$ cat src/rtl/core/pfa_pkg.sv
package pfa_pkg;

	localparam int PAGE_W       = 15;
	localparam int NUM_PAGES    = 1 << PAGE_W;
	localparam int CFG_W        = 16;
	localparam int REF_BITS_DEF = 16;
	localparam int REF_OUT_W    = 16;

	localparam logic [CFG_W-1:0] RESERVED_RESET = CFG_W'(32'h0030_0000 / 4096);
	localparam logic [PAGE_W-1:0] PAGE_LAST = PAGE_W'(NUM_PAGES - 1);

	localparam logic [2:0] REQ_INIT   = 3'd0;
	localparam logic [2:0] REQ_ALLOC  = 3'd1;
	localparam logic [2:0] REQ_FREE   = 3'd2;
	localparam logic [2:0] REQ_INCREF = 3'd3;
	localparam logic [2:0] REQ_DECREF = 3'd4;

	localparam logic [2:0] STAT_OK          = 3'd0;
	localparam logic [2:0] STAT_OOM         = 3'd1;
	localparam logic [2:0] STAT_REF_NONZERO = 3'd2;
	localparam logic [2:0] STAT_DOUBLE_FREE = 3'd3;
	localparam logic [2:0] STAT_OVERFLOW    = 3'd4;
	localparam logic [2:0] STAT_UNDERFLOW   = 3'd5;

	typedef struct packed {
		logic [2:0]        req_type;
		logic [PAGE_W-1:0] page_index;
		logic              zero_fill;
	} pfa_req_t;

	typedef struct packed {
		logic [2:0]           status;
		logic [PAGE_W-1:0]    page_out;
		logic [REF_OUT_W-1:0] ref_count_out;
		logic                 zero_request;
		logic                 was_freed;
	} pfa_rsp_t;

	typedef struct packed {
		logic accept;
		logic sweep;
		logic sweep_init;
		logic exec;
	} pfa_cmd_t;

	typedef struct packed {
		logic req_is_init;
		logic sweep_last;
		logic out_free;
	} pfa_sts_t;

	typedef enum logic [1:0] {
		S_CLEAR,
		S_IDLE,
		S_INIT,
		S_EXEC
	} pfa_state_t;

endpackage

$ cat src/rtl/core/pfa_ctrl.sv
module pfa_ctrl
	import pfa_pkg::*;
(
	input  logic     clk,
	input  logic     arst_n,
	input  logic     req_valid,
	output logic     req_stall,
	input  pfa_sts_t sts,
	output pfa_cmd_t cmd
);

	pfa_state_t state_q, state_d;

	always_ff @(posedge clk or negedge arst_n) begin
		if (!arst_n) begin
			state_q <= S_CLEAR;
		end else begin
			state_q <= state_d;
		end
	end

	always_comb begin
		state_d = state_q;
		case (state_q)
			S_CLEAR: begin
				if (sts.sweep_last) state_d = S_IDLE;
			end
			S_IDLE: begin
				if (req_valid) state_d = sts.req_is_init ? S_INIT : S_EXEC;
			end
			S_INIT: begin
				if (sts.sweep_last) state_d = S_EXEC;
			end
			S_EXEC: begin
				if (sts.out_free) state_d = S_IDLE;
			end
			default: state_d = S_CLEAR;
		endcase
	end

	always_comb begin
		cmd       = '0;
		req_stall = 1'b1;
		case (state_q)
			S_CLEAR: begin
				cmd.sweep = 1'b1;
			end
			S_IDLE: begin
				req_stall  = 1'b0;
				cmd.accept = req_valid;
			end
			S_INIT: begin
				cmd.sweep      = 1'b1;
				cmd.sweep_init = 1'b1;
			end
			S_EXEC: begin
				cmd.exec = sts.out_free;
			end
			default: cmd = '0;
		endcase
	end

endmodule

$ cat config.mk
export PLATFORM = sky130hd
export DESIGN_NAME = pfa_ctrl
export DESIGN_NICKNAME = d
export VERILOG_FILES = /design/src/rtl/core/pfa_pkg.sv /design/src/rtl/core/pfa_ctrl.sv
export SDC_FILE = /design/constraint.sdc
export NUM_CORES = 1
export LEC_CHECK = 0
export ABC_AREA = 1
export ABC_CLOCK_PERIOD_IN_PS = 1100
export BUFFER_PORTS_ARGS = -buffer_cell sky130_fd_sc_hd__buf_2
export CORE_AREA = 2 2 39 41
export CTS_BUF_LIST = sky130_fd_sc_hd__clkbuf_16
export CTS_CLUSTER_DIAMETER = 40
export DETAILED_ROUTE_END_ITERATION = 6
export DIE_AREA = 0 0 41 43
export PLACE_DENSITY = 0.49
export SETUP_SLACK_MARGIN = 0.2
export SYNTH_ARGS = -nofsm -noshare
export SYNTH_HDL_FRONTEND = slang
export SYNTH_SLANG_ARGS = --single-unit
$ cat constraint.sdc
create_clock -name clk -period 1.1 [get_ports clk]
set_input_delay 0.055 -clock clk [delete_from_list [all_inputs] [get_ports clk]]
set_output_delay 0.055 -clock clk [all_outputs]
set_load 0.005 [all_outputs]
==> flow_summary_export.csv <==
group,metric,value,unit
synth,synth_common_cells,"nand2_1, inv_1, ha_1",
route,drc_errors,0,
final_layout,drive_gt1_frac,0.635,
synth,ys_top_cells_by_area,"dfrtp_1, ha_1, nand2_1, inv_1, o21bai_4",
synth,syn_inst,33,
critical_path,cp_top_family,"flip-flops",
placement,dpl.hpwl,330,µm
final_layout,largest_register,"state_q",
final_layout,num_antenna_cells,0,
sta,setup_viol,7,
synth,async_flop_share,1.00,
critical_path,cp.arrival,1.20,ns
sta,fmax,0.794,GHz
cts,root_buffer,"clkbuf_16",
critical_path,start_kind,"flip-flop",
pwr,leakage,0.269,nW
die,start_util,0.162,
final_layout,fillers,150,
critical_path,crit_buf_inv,2,
die,die_h,43,µm
critical_path,cp-end-kind,"output port",
sta,worst_pin_slew,0.146,ns
route,drt_iter0_drc,1,
final_layout,seqCellArea,52.6,µm²
synth,synth_seq_cells,2,
critical_path,crit_path_max_fanout,3,
route,wl_per_cell,7.97,µm
cts,clk_pin_slew,0.03,ns
critical_path,crit_path_top_delay_cell,"dfrtp_2",
route,drt-pass1-iter-count,2,
run_status,violations,"setup timing",
sta,fin_skew,0.000698,ns
cts,insertion_delay,0.22,ns
final_layout,utilization,0.363,
synth,yosys_warnings,0,
final_layout,syn_to_final_growth,125,%
sta,fin_crit_sh,1.14,
synth,synth_edf_count,0,
placement,gp_congestion,0.569,
global_routing,overflow,0,
sta,finalWorstSetupSlack,-0.159,ns
synth,synth_top_area_frac,0.223,
run,maxCapViolations,0,
global_routing,antenna_found_initial,0,
sta,finalSetupTns,-0.734,ns
synth,ys.flop_type,"dfrtp_1",
sta,fin_crit,1.26,ns
critical_path,critPathRequiredTime,1.04,ns
global_routing,grt_pass1_vias,228,
final_layout,multi_input_area,181,µm²
route,vias,256,
global_routing,grt_pass1_wl,876,µm
route,ant_nets,0,
die,core,1380,µm²
final_layout,final_net_count,64,
route,viasPerCell,3.76,
route,drt-total-wl,542,µm
run_status,status,"finished with violations",
critical_path,cp_cell_sequence,"inv_4 > ha_4 > or2_4 > buf_6",
cts,cts_tree,"done",
synth,syn_area,224,µm²
critical_path,slowest_delay,0.42,ns
sta,relSlewSlack,0.902,
sta,hold_violations,0,
cts,clk_path_buf_depth,2,
final_layout,largest_register_ffs,2,
critical_path,crit_type,"reg -> out",
sta,finalMaxSlewViolations,0,
synth,ys_seq_area_frac,0.223,
cts,htreeDepth,1,
synth,synth_area_leader_cell,"dfrtp_1",
synth,yosysUniqueCellTypes,10,
die,die-area,1760,µm²
die,ios,11,
sta,rsz0062_at_grt,"yes",
final_layout,reg_top3,"state_q x2",
pwr,power.density,3450,nW/µm²
die,die-width,41,µm
die,fp-row-count,14,
cts,cts_buffers,3,
global_routing,grt_use_total,0.0824,
pwr,ir_drop,1.64,mV
synth,yosysMostFrequentCell,"nand2_1",
placement,io_buffer_count,10,
cts,cts_sinks,2,
sta,timing.hold.ws,0.150,ns
worst_hold_path,hold_class,"in -> async",
synth,syn_nets,43,
synth,synth_area_per_cell,6.79,µm²
global_routing,grt_max_degree,5,
## layout by cell type (no fill, tap or decap), types with 2 or more instances in the layout
cell       synthesis  routed
nand3_1            2       2
inv_1              9       5
ha_4               0       3
inv_4              0       2
buf_2              0       7
clkbuf_16          0       3
buf_6              0       7
nand2_1           11      10
dfrtp_2            0       2
inv_2              1       3
nand2_2            1       2
## final timing paths
path	startpoint	endpoint	slack [ns]	cells after the start
min in group clk	sts[2]	state_q[0]	0.20	6
min	arst_n	state_q[1]	0.15	2
max reg2reg	state_q[0]	state_q[1]	-0.11	7
min reg2reg	state_q[1]	state_q[1]	0.58	2
max	state_q[0]	cmd[2]	-0.16	4
max in group asynchronous	arst_n	state_q[0]	0.84	2
## kinds of logic after synthesis
logic type / after synthesis / share of synthesized area
AO/OA/AOI/OAI: 1 / 0.0838
AND/OR/NAND/NOR: 16 / 0.302
flip-flops: 2 / 0.223
adder cells (fa/ha/maj): 4 / 0.223
buffers and inverters: 10 / 0.168
## stage by stage
step                total power [mW]  setup WS (ns)  std cells  cell area (µm²)
floorplan                      0.570         0.0149         33              226
global placement               0.778        -0.0595         61              312
detailed placement             0.777        -0.0679         61              312
CTS                             1.59         -0.194         68              463
global route                    1.88         -0.200         68              503
finish                          1.73         -0.159         68              503
## metal layers
metal / part of all wire / vias up / GRT usage
met2: 0.53 / 10 / 0.122
li1: - / 133 / -
met1: 0.37 / 111 / 0.0710
met3: 0.066 / 2 / 0.0471
met4: 0.028 / 0 / 0.0800
met5: 0 / - / 0
## report_power, final
group	total, mW	switching, mW	leakage [nW]	internal, mW
logic	0.989	0.411	0.211	0.577
registers	0.204	0.0796	0.0215	0.125
clock network	0.541	0.0785	0.0370	0.462
## final cells by class
class | instances | share of cell area
inverter | 10 | 0.0846
sequential | 2 | 0.104
multi-input combinational | 21 | 0.361
clock buffer | 3 | 0.149
tap | 16 | 0.0398
timing repair buffer | 16 | 0.261
## timing repair
action | 4_1_cts | 5_1_grt
gates resized for setup | 10 | 13
setup buffers | 3 | 0
hold buffers | 1 | 0
endpoints found under the setup margin | 7 | 7
hold endpoints to repair | 2 | 0
cloned | 0 | 0
pin swaps | 1 | 4
Note: power is estimated with default switching activity, not from simulation.
